<file path="config.mk">
export PLATFORM = sky130hd
export DESIGN_NAME = utf8_to_utf16_transcoder
export DESIGN_NICKNAME = d
export VERILOG_FILES = /design/src/rtl/u8u16_pkg.sv /design/src/rtl/u8u16_decode.sv /design/src/rtl/u8u16_outq.sv /design/src/rtl/utf8_to_utf16_transcoder.sv
export SDC_FILE = /design/constraint.sdc
export NUM_CORES = 1
export LEC_CHECK = 0
export BUFFER_PORTS_ARGS = -buffer_cell sky130_fd_sc_hd__buf_2
export CAP_MARGIN = 15
export CORE_MARGIN = 8
export CORE_UTILIZATION = 40
export CTS_CLUSTER_SIZE = 16
export DETAILED_ROUTE_END_ITERATION = 12
export GPL_TIMING_DRIVEN = 0
export PLACE_DENSITY_LB_ADDON = 0.08
export SETUP_SLACK_MARGIN = 0.15
export SLEW_MARGIN = 40
export SYNTH_ARGS = -nofsm -noshare
export SYNTH_HDL_FRONTEND = slang
export SYNTH_SLANG_ARGS = --single-unit
</file>
<file path="constraint.sdc">
create_clock -name clk -period 6.35 [get_ports clk]
set_input_delay 0.635 -clock clk [delete_from_list [all_inputs] [get_ports clk]]
set_output_delay 0.635 -clock clk [all_outputs]
set_load 0.02 [all_outputs]
</file>
<file path="src/rtl/u8u16_pkg.sv">
// ----------------------------------------------------------------------------
// u8u16_pkg
// Shared types, constants and helpers for the UTF-8 to UTF-16 transcoder.
// ----------------------------------------------------------------------------
package u8u16_pkg;

	localparam logic [15:0] REPL_UNIT   = 16'hFFFD;
	localparam logic [20:0] SUR_FIRST   = 21'h00D800;
	localparam logic [20:0] SUR_LAST    = 21'h00DFFF;
	localparam logic [20:0] MAX_POINT   = 21'h10FFFF;
	localparam logic [20:0] PAIR_OFFSET = 21'h010000;
	localparam logic [15:0] HI_BASE     = 16'hD800;
	localparam logic [15:0] LO_BASE     = 16'hDC00;

	// Output queue geometry: room for two bursts of two units.
	localparam int QDEPTH = 4;
	localparam int QPTR_W = $clog2(QDEPTH);
	localparam int QCNT_W = $clog2(QDEPTH + 1);

	typedef struct packed {
		logic [15:0] code_unit;
		logic        replaced;
		logic        last;
	} unit_t;

	// Units produced by one input byte; count is 0, 1 or 2.
	typedef struct packed {
		logic [1:0] count;
		unit_t      u0;
		unit_t      u1;
	} push_t;

	function automatic unit_t mk_unit(input logic [15:0] code, input logic rep);
		unit_t u;
		u.code_unit = code;
		u.replaced  = rep;
		u.last      = 1'b0;
		return u;
	endfunction

endpackage

</file>
<file path="src/rtl/u8u16_decode.sv">
// ----------------------------------------------------------------------------
// u8u16_decode
// Input register, sequence state and single-pass decode of one UTF-8 byte
// into zero, one or two UTF-16 code units.
// ----------------------------------------------------------------------------
module u8u16_decode (
	input  logic                clk,
	input  logic                arst_n,
	input  logic                in_valid,
	output logic                in_ready,
	input  logic [7:0]          in_byte,
	input  logic                in_eos,
	input  logic                space_ok,
	output u8u16_pkg::push_t    push
);

	logic [7:0]  byte_s1;
	logic        eos_s1;
	logic        valid_s1;

	logic [20:0] pp_q;
	logic [1:0]  pend_q;
	logic [2:0]  len_q;

	logic [20:0] npp;
	logic [1:0]  npend;
	logic [2:0]  nlen;
	logic [1:0]  n;
	logic        lead;
	logic [20:0] cp;
	logic [20:0] vsub;
	logic [2:0]  minlen;
	logic        point_bad;
	u8u16_pkg::unit_t u0;
	u8u16_pkg::unit_t u1;
	logic        fire;

	assign fire     = valid_s1 && space_ok;
	assign in_ready = !valid_s1 || space_ok;

	always_ff @(posedge clk or negedge arst_n) begin
		if (!arst_n) begin
			valid_s1 <= 1'b0;
		end else if (in_valid && in_ready) begin
			valid_s1 <= 1'b1;
		end else if (fire) begin
			valid_s1 <= 1'b0;
		end
	end

	always_ff @(posedge clk) begin
		if (in_valid && in_ready) begin
			byte_s1 <= in_byte;
			eos_s1  <= in_eos;
		end
	end

	always_ff @(posedge clk or negedge arst_n) begin
		if (!arst_n) begin
			pp_q   <= '0;
			pend_q <= '0;
			len_q  <= '0;
		end else if (fire) begin
			pp_q   <= npp;
			pend_q <= npend;
			len_q  <= nlen;
		end
	end

	// Candidate code point if this byte completes the open sequence.
	assign cp   = {pp_q[14:0], byte_s1[5:0]};
	assign vsub = cp - u8u16_pkg::PAIR_OFFSET;

	always_comb begin
		if (cp[20:7] == '0) begin
			minlen = 3'd1;
		end else if (cp[20:11] == '0) begin
			minlen = 3'd2;
		end else if (cp[20:16] == '0) begin
			minlen = 3'd3;
		end else begin
			minlen = 3'd4;
		end
	end

	assign point_bad = (cp >= u8u16_pkg::SUR_FIRST && cp <= u8u16_pkg::SUR_LAST) ||
		(cp > u8u16_pkg::MAX_POINT) || (minlen != len_q);

	always_comb begin
		n     = 2'd0;
		u0    = '0;
		u1    = '0;
		npp   = pp_q;
		npend = pend_q;
		nlen  = len_q;
		lead  = 1'b0;
		if (pend_q != 2'd0) begin
			if (byte_s1[7:6] == 2'b10) begin
				npp   = cp;
				npend = pend_q - 2'd1;
				if (npend == 2'd0) begin
					if (point_bad) begin
						u0 = u8u16_pkg::mk_unit(u8u16_pkg::REPL_UNIT, 1'b1);
						n  = 2'd1;
					end else if (cp[20:16] == '0) begin
						u0 = u8u16_pkg::mk_unit(cp[15:0], 1'b0);
						n  = 2'd1;
					end else begin
						u0 = u8u16_pkg::mk_unit(u8u16_pkg::HI_BASE + {6'd0, vsub[19:10]},
							1'b0);
						u1 = u8u16_pkg::mk_unit(u8u16_pkg::LO_BASE + {6'd0, vsub[9:0]},
							1'b0);
						n  = 2'd2;
					end
					npp  = '0;
					nlen = '0;
				end
			end else begin
				// Missing continuation: replace, then treat the byte as a new lead.
				u0    = u8u16_pkg::mk_unit(u8u16_pkg::REPL_UNIT, 1'b1);
				n     = 2'd1;
				npp   = '0;
				npend = '0;
				nlen  = '0;
				lead  = 1'b1;
			end
		end else begin
			lead = 1'b1;
		end

		if (lead) begin
			if (byte_s1[7] == 1'b0) begin
				if (n == 2'd0) begin
					u0 = u8u16_pkg::mk_unit({8'd0, byte_s1}, 1'b0);
				end else begin
					u1 = u8u16_pkg::mk_unit({8'd0, byte_s1}, 1'b0);
				end
				n = n + 2'd1;
			end else if (byte_s1[7:5] == 3'b110) begin
				npp   = {16'd0, byte_s1[4:0]};
				npend = 2'd1;
				nlen  = 3'd2;
			end else if (byte_s1[7:4] == 4'b1110) begin
				npp   = {17'd0, byte_s1[3:0]};
				npend = 2'd2;
				nlen  = 3'd3;
			end else if (byte_s1[7:3] == 5'b11110) begin
				npp   = {18'd0, byte_s1[2:0]};
				npend = 2'd3;
				nlen  = 3'd4;
			end else begin
				if (n == 2'd0) begin
					u0 = u8u16_pkg::mk_unit(u8u16_pkg::REPL_UNIT, 1'b1);
				end else begin
					u1 = u8u16_pkg::mk_unit(u8u16_pkg::REPL_UNIT, 1'b1);
				end
				n = n + 2'd1;
			end
		end

		// A sequence left open at the end of the string is closed with one replacement.
		if (eos_s1 && npend != 2'd0) begin
			if (n == 2'd0) begin
				u0 = u8u16_pkg::mk_unit(u8u16_pkg::REPL_UNIT, 1'b1);
			end else begin
				u1 = u8u16_pkg::mk_unit(u8u16_pkg::REPL_UNIT, 1'b1);
			end
			n     = n + 2'd1;
			npp   = '0;
			npend = '0;
			nlen  = '0;
		end

		if (n == 2'd1) begin
			u0.last = 1'b1;
		end
		if (n == 2'd2) begin
			u1.last = 1'b1;
		end
	end

	assign push.count = fire ? n : 2'd0;
	assign push.u0    = u0;
	assign push.u1    = u1;

`ifndef SYNTHESIS
	a_pair_last: assert property (@(posedge clk) disable iff (!arst_n)
		push.count == 2'd2 |-> push.u1.last && !push.u0.last)
		else $error("second unit of a pair must carry the end-of-run mark alone");

	a_single_last: assert property (@(posedge clk) disable iff (!arst_n)
		push.count == 2'd1 |-> push.u0.last)
		else $error("single unit must carry the end-of-run mark");

	a_idle_clear: assert property (@(posedge clk) disable iff (!arst_n)
		pend_q == 2'd0 |-> pp_q == '0 && len_q == '0)
		else $error("sequence state not cleared while no sequence is open");

	a_repl_code: assert property (@(posedge clk) disable iff (!arst_n)
		push.count != 2'd0 && push.u0.replaced |-> push.u0.code_unit == u8u16_pkg::REPL_UNIT)
		else $error("replaced unit does not hold the replacement code");
`endif

endmodule

</file>
<file path="src/rtl/u8u16_outq.sv">
// ----------------------------------------------------------------------------
// u8u16_outq
// Small output queue that takes up to two code units a cycle and hands
// one unit a cycle to the output stream while out_ready is high.
// ----------------------------------------------------------------------------
module u8u16_outq (
	input  logic                clk,
	input  logic                arst_n,
	input  u8u16_pkg::push_t    push,
	output logic                space_ok,
	output logic                out_valid,
	input  logic                out_ready,
	output u8u16_pkg::unit_t    out_unit
);

	u8u16_pkg::unit_t mem_q [u8u16_pkg::QDEPTH];

	logic [u8u16_pkg::QPTR_W-1:0] wr_ptr_q;
	logic [u8u16_pkg::QPTR_W-1:0] rd_ptr_q;
	logic [u8u16_pkg::QCNT_W-1:0] count_q;
	logic [u8u16_pkg::QPTR_W-1:0] wr_ptr_p1;
	logic                         pop;

	assign space_ok  = count_q <= u8u16_pkg::QCNT_W'(u8u16_pkg::QDEPTH - 2);
	assign out_valid = count_q != '0;
	assign out_unit  = mem_q[rd_ptr_q];
	assign pop       = out_valid && out_ready;
	assign wr_ptr_p1 = wr_ptr_q + u8u16_pkg::QPTR_W'(1);

	always_ff @(posedge clk) begin
		if (push.count != 2'd0) begin
			mem_q[wr_ptr_q] <= push.u0;
		end
		if (push.count == 2'd2) begin
			mem_q[wr_ptr_p1] <= push.u1;
		end
	end

	always_ff @(posedge clk or negedge arst_n) begin
		if (!arst_n) begin
			wr_ptr_q <= '0;
			rd_ptr_q <= '0;
			count_q  <= '0;
		end else begin
			wr_ptr_q <= wr_ptr_q + u8u16_pkg::QPTR_W'(push.count);
			rd_ptr_q <= rd_ptr_q + u8u16_pkg::QPTR_W'(pop);
			count_q  <= count_q + u8u16_pkg::QCNT_W'(push.count) - u8u16_pkg::QCNT_W'(pop);
		end
	end

`ifndef SYNTHESIS
	a_no_overflow: assert property (@(posedge clk) disable iff (!arst_n)
		count_q <= u8u16_pkg::QCNT_W'(u8u16_pkg::QDEPTH))
		else $error("output queue over capacity");

	a_push_room: assert property (@(posedge clk) disable iff (!arst_n)
		push.count != 2'd0 |-> space_ok)
		else $error("units pushed without room for a pair");

	a_count_track: assert property (@(posedge clk) disable iff (!arst_n)
		push.count == 2'd0 && !pop |=> count_q == $past(count_q))
		else $error("queue fill changed with no push and no pop");
`endif

endmodule

</file>
<file path="src/rtl/utf8_to_utf16_transcoder.sv">
// ----------------------------------------------------------------------------
// utf8_to_utf16_transcoder
// Streams UTF-8 bytes in and UTF-16 code units out, replacing malformed
// sequences with U+FFFD.
// ----------------------------------------------------------------------------
//  channel  dir  tdata            tuser     tlast
//  s_*      in   byte_in[7:0]     -         end_of_string
//  m_*      out  code_unit[15:0]  replaced  last_of_run
//
// One byte is accepted every cycle while input is not stalled; its units
// leave one per cycle while m_tready is high, passing through the input
// register and then the output queue. A byte that yields a surrogate pair
// or a replacement plus a unit puts two units in the queue; the four-entry
// queue absorbs such bursts, and input stalls only while it holds more than
// two units. Reset clears the open sequence and empties the queue.
module utf8_to_utf16_transcoder (
	input  logic        clk,
	input  logic        arst_n,
	input  logic        s_tvalid,
	output logic        s_tready,
	input  logic [7:0]  s_tdata,   // [7:0] byte_in
	input  logic        s_tlast,
	output logic        m_tvalid,
	input  logic        m_tready,
	output logic [15:0] m_tdata,   // [15:0] code_unit
	output logic        m_tuser,   // [0] replaced
	output logic        m_tlast
);

	u8u16_pkg::push_t push;
	u8u16_pkg::unit_t out_unit;
	logic             space_ok;

	u8u16_decode u_decode (
		.clk      (clk),
		.arst_n   (arst_n),
		.in_valid (s_tvalid),
		.in_ready (s_tready),
		.in_byte  (s_tdata),
		.in_eos   (s_tlast),
		.space_ok (space_ok),
		.push     (push)
	);

	u8u16_outq u_outq (
		.clk       (clk),
		.arst_n    (arst_n),
		.push      (push),
		.space_ok  (space_ok),
		.out_valid (m_tvalid),
		.out_ready (m_tready),
		.out_unit  (out_unit)
	);

	assign m_tdata = out_unit.code_unit;
	assign m_tuser = out_unit.replaced;
	assign m_tlast = out_unit.last;

endmodule
</file>
==> results.tsv, run 1 <==
metric	value	unit
# Max-Cap Violations	0	
Final Slew Violations	0	
final WL	14.8	mm
die area	19100	um2
post-CTS sizing	0	
hold_buf cts	0	
Die X	138	um
Via density	5.63	
Post-CTS Setup Inserts	0	
Detail Placement HPWL	10.7	mm
Yosys cell types	65	
IO buf count	32	
final instance area	6760	um2
H-tree depth	3	
vias in the first global route	4082	
Residual DRC	0	
EDFF count, synth	81	
CTS clock-pin slew for the worst setup and hold paths	0.07	ns
Initial DRT Pass Iterations	5	
crit path from	u_decode.pp_q[7]	
vias after detailed routing	3924	
FF-to-FF End	u_outq.mem_q[3][15]	
R2R depth	16	
commonest non-fill, non-tap cell in the layout	edfxtp_1	
Final Hold Fails	0	
global-route wire length before repair	23.5	mm
chip height	138	um
placer congestion estimate	0.817	
GRT Util Overall	0.157	
total power	3.69	mW
area of placed instances	6490	um2
worst-skew pair later-pin latency	0.35	ns
Worst Path Max Fanout	8	
slew margin rel.	0.460	
final setup margin	1.23	ns
clk buf depth	2	
Pwr per Cell Area	547	nW/um2
status	completed	
Syn Std Cell Area	5970	um2
Fin Clk Skew	0.00998	ns
CP Launch Type	register	
P_leak	2.89	nW
Synth Register Bits	109	
violation count after the first detailed-route iteration	221	
NumNets Final	532	
Critical Path End Type	register	
fin crit period	5.12	ns
CTS Root Cell	clkbuf_16	
Synth-to-Final Area Change	13.1	%
Max rail drop VDD	0.154	mV
hold slack	0.305	ns
fin crit share	0.807	
Place WS	1.22	ns
RSZ-0062 raised after global routing	false	
Crit Path Class	reg2reg	
total congestion overflow	0	
WP data required	6.42	ns
core area	14600	um2
Highest Clock Rate	195	MHz
commonest cells after routing, fill and taps aside	edfxtp_1 (81), mux2i_1 (65), buf_2 (38)	
initial antenna violation count	0	
share of cells above drive strength 1	0.220	
reg2reg setup slack	1.23	ns
Antenna Nets Post-Route	0	
CTS tree	built	
crit path DAT	5.20	ns
FF-to-FF Start	u_decode.pp_q[7]	
slew at the pin closest to its max-slew limit	0.808	ns
WL/cell	21.2	um
Most used DFF post-synth	edfxtp_1	
Post-synth ARST share	0.257	
starting density of the core	0.410	
Yosys Warn Count	0	
endpoints failing setup	0	
synthesized area per cell	13.1	um2
Num CTS Buffers	9	
Seq/Total Area, Yosys	0.524	
synthesized instance count	456	
crit path to	u_outq.mem_q[3][15]	
synthesized net count	480	
Layout fillers	1314	
CTS sink count	109	
Rows	44	
largest net degree at the start of global routing	29	
Hold Path Class	in2async	
ant diodes	0	
I/O pins	33	
-- logic make-up after synthesis --
family | share of synthesized area
AO/OA/AOI/OAI | 0.119
XOR/XNOR | 0.0103
flip-flops | 0.524
AND/OR/NAND/NOR | 0.0976
adder cells (fa/ha/maj) | 0.0243
multiplexers | 0.186
buffers and inverters | 0.0383
-- how the worst min path moves through the flow --
stage | endpoint | start | cells past startpoint | slack [ns]
2_1_floorplan | u_decode.len_q[0] | arst_n | 0 | 0.34
3_3_place_gp | u_outq.count_q[2] | u_outq.count_q[2] | 1 | 0.48
3_5_place_dp | u_outq.count_q[2] | u_outq.count_q[2] | 1 | 0.49
4_1_cts | u_outq.count_q[2] | arst_n | 1 | 0.33
5_1_grt | u_outq.count_q[2] | arst_n | 1 | 0.35
6_report | u_outq.count_q[2] | arst_n | 1 | 0.30
-- layout make-up --
type / instances / area (um2) / share of cell area
Timing Repair Buffer: 41 / 244 / 0.0361
Buffer: 26 / 191 / 0.0283
Tap cell: 184 / 230 / 0.0341
Multi-Input combinational cell: 310 / 2650 / 0.393
Inverter: 11 / 41.3 / 0.00611
Clock inverter: 4 / 25.0 / 0.00370
Sequential cell: 109 / 3130 / 0.464
Clock buffer: 12 / 236 / 0.0350
-- registers in the layout, summed over array words and instances, names as in the netlist --
register / count
u_outq.count_q: 3
u_outq.wr_ptr_q: 2
u_outq.mem_q: 72
u_decode.byte_s1: 8
u_decode.eos_s1: 1
u_decode.pend_q: 2
u_decode.valid_s1: 1
u_decode.pp_q: 15
u_decode.len_q: 3
u_outq.rd_ptr_q: 2
-- synth_stat cells (3+ instances only) --
cell	count	area [um2]
nor2_1	27	101
mux2_2	5	56.3
and2_1	4	25.0
nand2b_1	5	31.3
inv_1	11	41.3
nor3_1	16	80.1
nor2b_1	4	25.0
dfrtp_1	28	701
mux2i_1	65	651
or4_1	3	22.5
o21ai_0	10	50.1
o21a_1	5	37.5
buf_2	3	15.0
nand2_1	22	82.6
clkbuf_1	12	45.0
buf_6	5	56.3
or2_2	3	18.8
o21ai_1	3	15.0
a311oi_1	3	26.3
nor4_1	3	18.8
nand4_1	7	43.8
o31ai_1	4	30.0
ha_1	10	125
a21oi_1	21	105
xnor2_1	4	35.0
edfxtp_1	81	2430
nand3_1	3	15.0
a22o_1	21	184
or3_1	3	18.8
xor2_1	3	26.3
a211oi_1	5	37.5
mux4_2	18	405
-- through the flow --
| stage | utilization | instances | setup TNS, ns |
|---|---|---|---|
| after floorplan | - | 456 | 0 |
| after global placement | 0.436 | 672 | -26.74 |
| after detailed placement | 0.445 | 681 | 0 |
| after CTS | 0.463 | 697 | 0 |
| after global routing | 0.463 | 697 | 0 |
| final | 0.463 | 697 | 0 |
-- layer usage --
layer	GRT usage	vias up	share of wire
li1	-	1890	-
met1	0.206	1950	0.47
met2	0.252	65	0.48
met3	0.0329	19	0.032
met4	0.0492	0	0.015
met5	0	-	0
-- power by group --
| group | switching (mW) | leakage, nW | internal, mW |
|---|---|---|---|
| sequential | 0.125 | 1.11 | 1.16 |
| combinational | 1.16 | 1.66 | 0.741 |
| clock | 0.244 | 0.124 | 0.265 |
| total | 1.52 | 2.89 | 2.17 |
-- worst max-delay path: stages (launching register included) --
cell and delay, ns:
dfrtp_1 0.36, clkbuf_1 0.26, or4_1 0.55, or4_4 0.45, mux2i_1 0.16, xor2_1 0.22, or3_4 0.44, o21ai_1 0.42
a21oi_1 0.08, ha_1 0.29, nor2_1 0.06, nor2_1 0.29, a2bb2oi_1 0.26, nor3b_2 0.44, buf_4 0.24, buf_4 0.18
buf_6 0.15
Power figures use the tool's default switching activity.
==> run 2, diff against run 1 <==
- clock period: 6.35 -> 5.3 ns (I/O delays scaled with it)
==> run 2 against run 1 <==
Compared with the run above: clock-buffer cell count unchanged; largest power group unchanged; largest cell class unchanged; via count about the same; cell count did not move; wire length shrank 0.41%; core utilization increased by 0.12 points; sequential power is 19% higher.
==> results.tsv, run 2 (synthesized netlist as in run 1, its figures left out) <==
metric	value	unit	change
status	completed		
starting density of the core	0.410		unchanged
die area	19100	um2	unchanged
hold_buf cts	0		unchanged
R2R depth	16		unchanged
commonest cells after routing, fill and taps aside	edfxtp_1 (81), mux2i_1 (65), buf_2 (38)		
Critical Path End Type	register		
global-route wire length before repair	23.5	mm	unchanged
Synth-to-Final Area Change	13.4	%	
CTS Root Cell	clkbuf_16		
Rows	44		unchanged
Top reg by flops	u_outq.mem_q		
initial antenna violation count	0		unchanged
fin crit share	0.920		+0.113
Die X	138	um	unchanged
fin crit period	4.87	ns	-0.250 ns
worst-skew pair later-pin latency	0.35	ns	about the same
GRT Util Overall	0.157		unchanged
total congestion overflow	0		unchanged
largest net degree at the start of global routing	29		unchanged
vias in the first global route	4082		unchanged
post-CTS sizing	0		unchanged
setup tns final	0	ns	unchanged
violation count after the first detailed-route iteration	233		+5.4%
core area	14600	um2	unchanged
slew at the pin closest to its max-slew limit	0.789	ns	-0.0192 ns
# Max-Cap Violations	0		unchanged
Final Slew Violations	0		unchanged
Num CTS Buffers	9		unchanged
Detail Placement HPWL	10.7	mm	unchanged
chip height	138	um	unchanged
Core Util, Final	0.464		+0.00120
RSZ-0062 raised after global routing	false		
WP data required	5.35	ns	-1.07 ns
vias after detailed routing	3926		+0.051%
Crit Path Class	reg2reg		
Antenna Nets Post-Route	0		unchanged
WL/cell	21.1	um	-0.41%
CTS tree	built		
Pwr per Cell Area	656	nW/um2	+20%
ant diodes	0		unchanged
FF-to-FF Start	u_decode.pp_q[7]		
Final Hold Fails	0		unchanged
IO buf count	32		unchanged
CTS clock-pin slew for the worst setup and hold paths	0.07	ns	about the same
Fin Clk Skew	0.00875	ns	-0.00123 ns
Initial DRT Pass Iterations	4		-1
Max rail drop VDD	0.185	mV	+20%
NumNets Final	532		unchanged
placer congestion estimate	0.817		unchanged
Via density	5.63		about the same
Worst Path Max Fanout	8		unchanged
Residual DRC	0		unchanged
clk buf depth	2		unchanged
FF-to-FF End	u_outq.mem_q[1][11]		
Post-CTS Setup Inserts	0		unchanged
share of cells above drive strength 1	0.226		+0.00585
endpoints failing setup	0		unchanged
final WL	14.7	mm	-0.41%
CTS sink count	109		unchanged
Largest regs	u_outq.mem_q: 72 flops, u_decode.pp_q: 15 flops, u_decode.byte_s1: 8 flops		
max FFs per register	72		unchanged
reg2reg setup slack	0.43	ns	-0.80 ns
P_leak	2.90	nW	+0.29%
total power	4.44	mW	+20%
Hold Path Class	in2async		
H-tree depth	3		unchanged
CP Launch Type	register		
Highest Clock Rate	205	MHz	+5.1%
slew margin rel.	0.473		+0.0128
I/O pins	33		unchanged
crit path DAT	4.92	ns	-0.28 ns
commonest non-fill, non-tap cell in the layout	edfxtp_1		
run 2: worst max path at each step:
stage / start / endpoint / slack [ns] / cells after the start
after global placement: u_decode.pp_q[7] / u_outq.mem_q[3][8] / -1.56 / 13
final: u_decode.pp_q[7] / u_outq.mem_q[1][11] / 0.43 / 16
after global routing: u_decode.pp_q[10] / u_outq.mem_q[1][11] / 0.17 / 18
after CTS: u_decode.pp_q[7] / u_outq.mem_q[3][15] / 0.15 / 16
after detailed placement: u_decode.pp_q[7] / u_outq.mem_q[3][14] / 0.17 / 16
after floorplan: u_decode.pp_q[12] / u_outq.mem_q[0][0] / 0.16 / 12
run 2: where the power goes:
group          internal [mW]  switching [mW]  total, mW
registers               1.39           0.150       1.54
clock network          0.318           0.291      0.609
logic                  0.897            1.39       2.29
run 2: routing by layer:
layer	vias up	GRT usage	share of wire
li1	1893	-	-
met1	1953	0.206	0.47
met2	66	0.252	0.48
met3	14	0.0329	0.034
met4	0	0.0492	0.013
met5	-	0	0
run 2: area by class of cell:
class | count | area (um2)
buffer | 26 | 193
clock buffer | 12 | 236
clock inverter | 4 | 25.0
fill | 1314 | 7820
inverter | 11 | 41.3
multi-input combinational | 310 | 2670
sequential | 109 | 3130
tap | 184 | 230
timing repair buffer | 41 | 244
run 2: worst max-delay path, cell delays in order, from the launching register on:
cell	delay [ns]
dfrtp_1	0.36
clkbuf_1	0.25
or4_1	0.55
or4_4	0.45
mux2i_1	0.16
xor2_1	0.22
or3_4	0.45
o21ai_2	0.28
a21oi_1	0.08
ha_1	0.28
nor2_1	0.06
nor2_1	0.32
a2bb2oi_2	0.20
nor3_2	0.27
buf_4	0.21
buf_4	0.19
buf_2	0.24
run 2: metrics by stage:
stage | cell area, um2 | hold slack (ns) | worst slack [ns] | instances
5_1_grt | 6770 | 0.244 | 0.171 | 697
2_1_floorplan | 5970 | 0.234 | 0.156 | 456
6_report | 6770 | 0.199 | 0.426 | 697
3_5_place_dp | 6490 | 0.488 | 0.166 | 681
3_3_place_gp | 6360 | 0.480 | -1.56 | 672
4_1_cts | 6760 | 0.223 | 0.154 | 697
==> run 3, diff against run 2 <==
- CORE_ASPECT_RATIO: unset -> 1.5
==> run 3 against run 2 <==
Compared with the run above: flip-flop and latch count is the same; via count grew 0.71%; sequential share of layout area shrank 0.36 points; maximum frequency grew 2.0%; die area grew 0.42%; wire length grew 3.5%; cell count grew 1.7%; worst hold slack gained 0.00099 ns; clock power grew 14%; clock-buffer cell count shrank 2; critical path type unchanged; critical endpoint is now u_outq.mem_q[0][12]; largest power group unchanged; highest routed layer unchanged.
==> results.tsv, run 3 (synthesized netlist as in run 1, its figures left out) <==
metric	value	unit	change
Crit Path Class	reg2reg		
core area	14600	um2	about the same
Via density	5.58		-0.99%
fin crit share	0.901		-0.0184
CTS Root Cell	clkbuf_16		
final std cells w/o fill	709		+1.7%
Hold Path Class	in2async		
commonest cells after routing, fill and taps aside	edfxtp_1 (81), mux2i_1 (65), buf_2 (41)		
Critical Path End Type	register		
total congestion overflow	0		unchanged
clk buf depth	2		unchanged
worst-skew pair later-pin latency	0.36	ns	about the same
# Max-Cap Violations	0		unchanged
largest net degree at the start of global routing	29		unchanged
Top reg by flops	u_outq.mem_q		
setup tns final	0	ns	unchanged
reg2reg setup slack	0.52	ns	+0.10 ns
Largest regs	u_outq.mem_q: 72 flops, u_decode.pp_q: 15 flops, u_decode.byte_s1: 8 flops		
Worst Path Max Fanout	10		+2
P_leak	2.91	nW	+0.61%
placer congestion estimate	0.828		+1.4%
Synth-to-Final Area Change	14.2	%	
hold slack	0.200	ns	+0.000985 ns
Initial DRT Pass Iterations	4		unchanged
ant diodes	0		unchanged
CP Launch Type	register		
IO buf count	32		unchanged
Fin Clk Skew	0.0104	ns	+0.00168 ns
fin crit period	4.78	ns	-0.0973 ns
Final Slew Violations	0		unchanged
Pwr per Cell Area	664	nW/um2	+1.2%
endpoints failing setup	0		unchanged
Antenna Nets Post-Route	0		unchanged
final setup margin	0.524	ns	+0.0973 ns
share of cells above drive strength 1	0.236		+0.00975
final WL	15.2	mm	+3.5%
vias after detailed routing	3954		+0.71%
CTS tree	built		
vias in the first global route	4173		+2.2%
violation count after the first detailed-route iteration	221		-5.2%
global-route wire length before repair	23.8	mm	+1.2%
initial antenna violation count	0		unchanged
Detail Placement HPWL	11.1	mm	+3.8%
chip height	166	um	+20%
Inst Count DP	693		+1.8%
NumNets Final	532		unchanged
Core Util, Final	0.468		+0.00344
final instance area	6830	um2	+0.78%
Highest Clock Rate	209	MHz	+2.0%
Place WS	0.279	ns	+0.113 ns
CTS sink count	109		unchanged
total power	4.53	mW	+2.0%
Rows	54		+23%
die area	19200	um2	+0.42%
max FFs per register	72		unchanged
Final Hold Fails	0		unchanged
commonest non-fill, non-tap cell in the layout	edfxtp_1		
GRT Util Overall	0.163		+0.00689
Num CTS Buffers	9		unchanged
slew at the pin closest to its max-slew limit	0.731	ns	-0.0579 ns
status	completed		
Residual DRC	0		unchanged
area of placed instances	6500	um2	about the same
slew margin rel.	0.510		+0.0367
I/O pins	33		unchanged
Die X	116	um	-16%
WL/cell	21.5	um	+1.8%
RSZ-0062 raised after global routing	false		
H-tree depth	3		unchanged
Max rail drop VDD	0.271	mV	+47%
CTS clock-pin slew for the worst setup and hold paths	0.07	ns	about the same
crit path DAT	4.83	ns	-0.09 ns
starting density of the core	0.409		about the same
WP data required	5.36	ns	about the same
-- run 3: cell count changes in the layout (fill, tap and decap cells not counted), sizes merged --
cell,previous run,this run
clkbuf,25,23
clkinv,3,2
bufinv,0,1
inv,11,13
-- run 3: layout make-up --
cell class              instances  area, um2
repair buffers                 41        229
clock inverters                 6       70.1
well taps                     196        245
fillers                      1381       7770
clock buffers                  10        229
multi-input cells             310       2690
plain buffers                  26        193
flip-flops and latches        109       3130
inverters                      11       41.3
-- run 3: repair_timing --
| item | CTS | global route |
|---|---|---|
| setup buffers | 0 | 0 |
| setup endpoints to repair | 0 | 54 |
| hold buffers | 0 | 0 |
| resized for setup | 0 | 6 |
-- run 3: report_power, final --
group	total, mW	internal [mW]	switching (mW)
Sequential	1.54	1.39	0.153
Combinational	2.29	0.893	1.40
Clock	0.692	0.371	0.321
-- run 3: worst max-delay path, cell delays in order (launching register included) --
cell      delay, ns
dfrtp_1        0.36
clkbuf_1       0.23
or4_1          0.56
or4_4          0.47
mux2i_1        0.15
xor2_1         0.20
or3_4          0.44
o21ai_2        0.28
a21oi_1        0.08
ha_1           0.29
nor2_1         0.06
nor2_1         0.32
nand4_1        0.17
buf_6          0.20
buf_12         0.17
o31ai_4        0.07
buf_6          0.20
buf_4          0.22
-- run 3: worst paths after layout --
kind	startpoint	endpoint	cells past startpoint
max reg2reg	u_decode.pp_q[7]	u_outq.mem_q[0][12]	17
max in group asynchronous	arst_n	u_decode.pp_q[0]	1
max	u_decode.pp_q[7]	u_outq.mem_q[0][12]	17
min in group clk	s_tdata[7]	u_decode.byte_s1[7]	1
min	arst_n	u_outq.count_q[0]	1
min reg2reg	u_outq.count_q[2]	u_outq.count_q[2]	1
-- run 3: routing by layer --
| layer | track usage | share of wire | vias up |
|---|---|---|---|
| met2 | 0.287 | 0.54 | 74 |
| met3 | 0.0295 | 0.028 | 19 |
| met5 | 0 | 0 | - |
| met1 | 0.192 | 0.41 | 1970 |
| met4 | 0.0584 | 0.018 | 0 |
| li1 | - | - | 1891 |
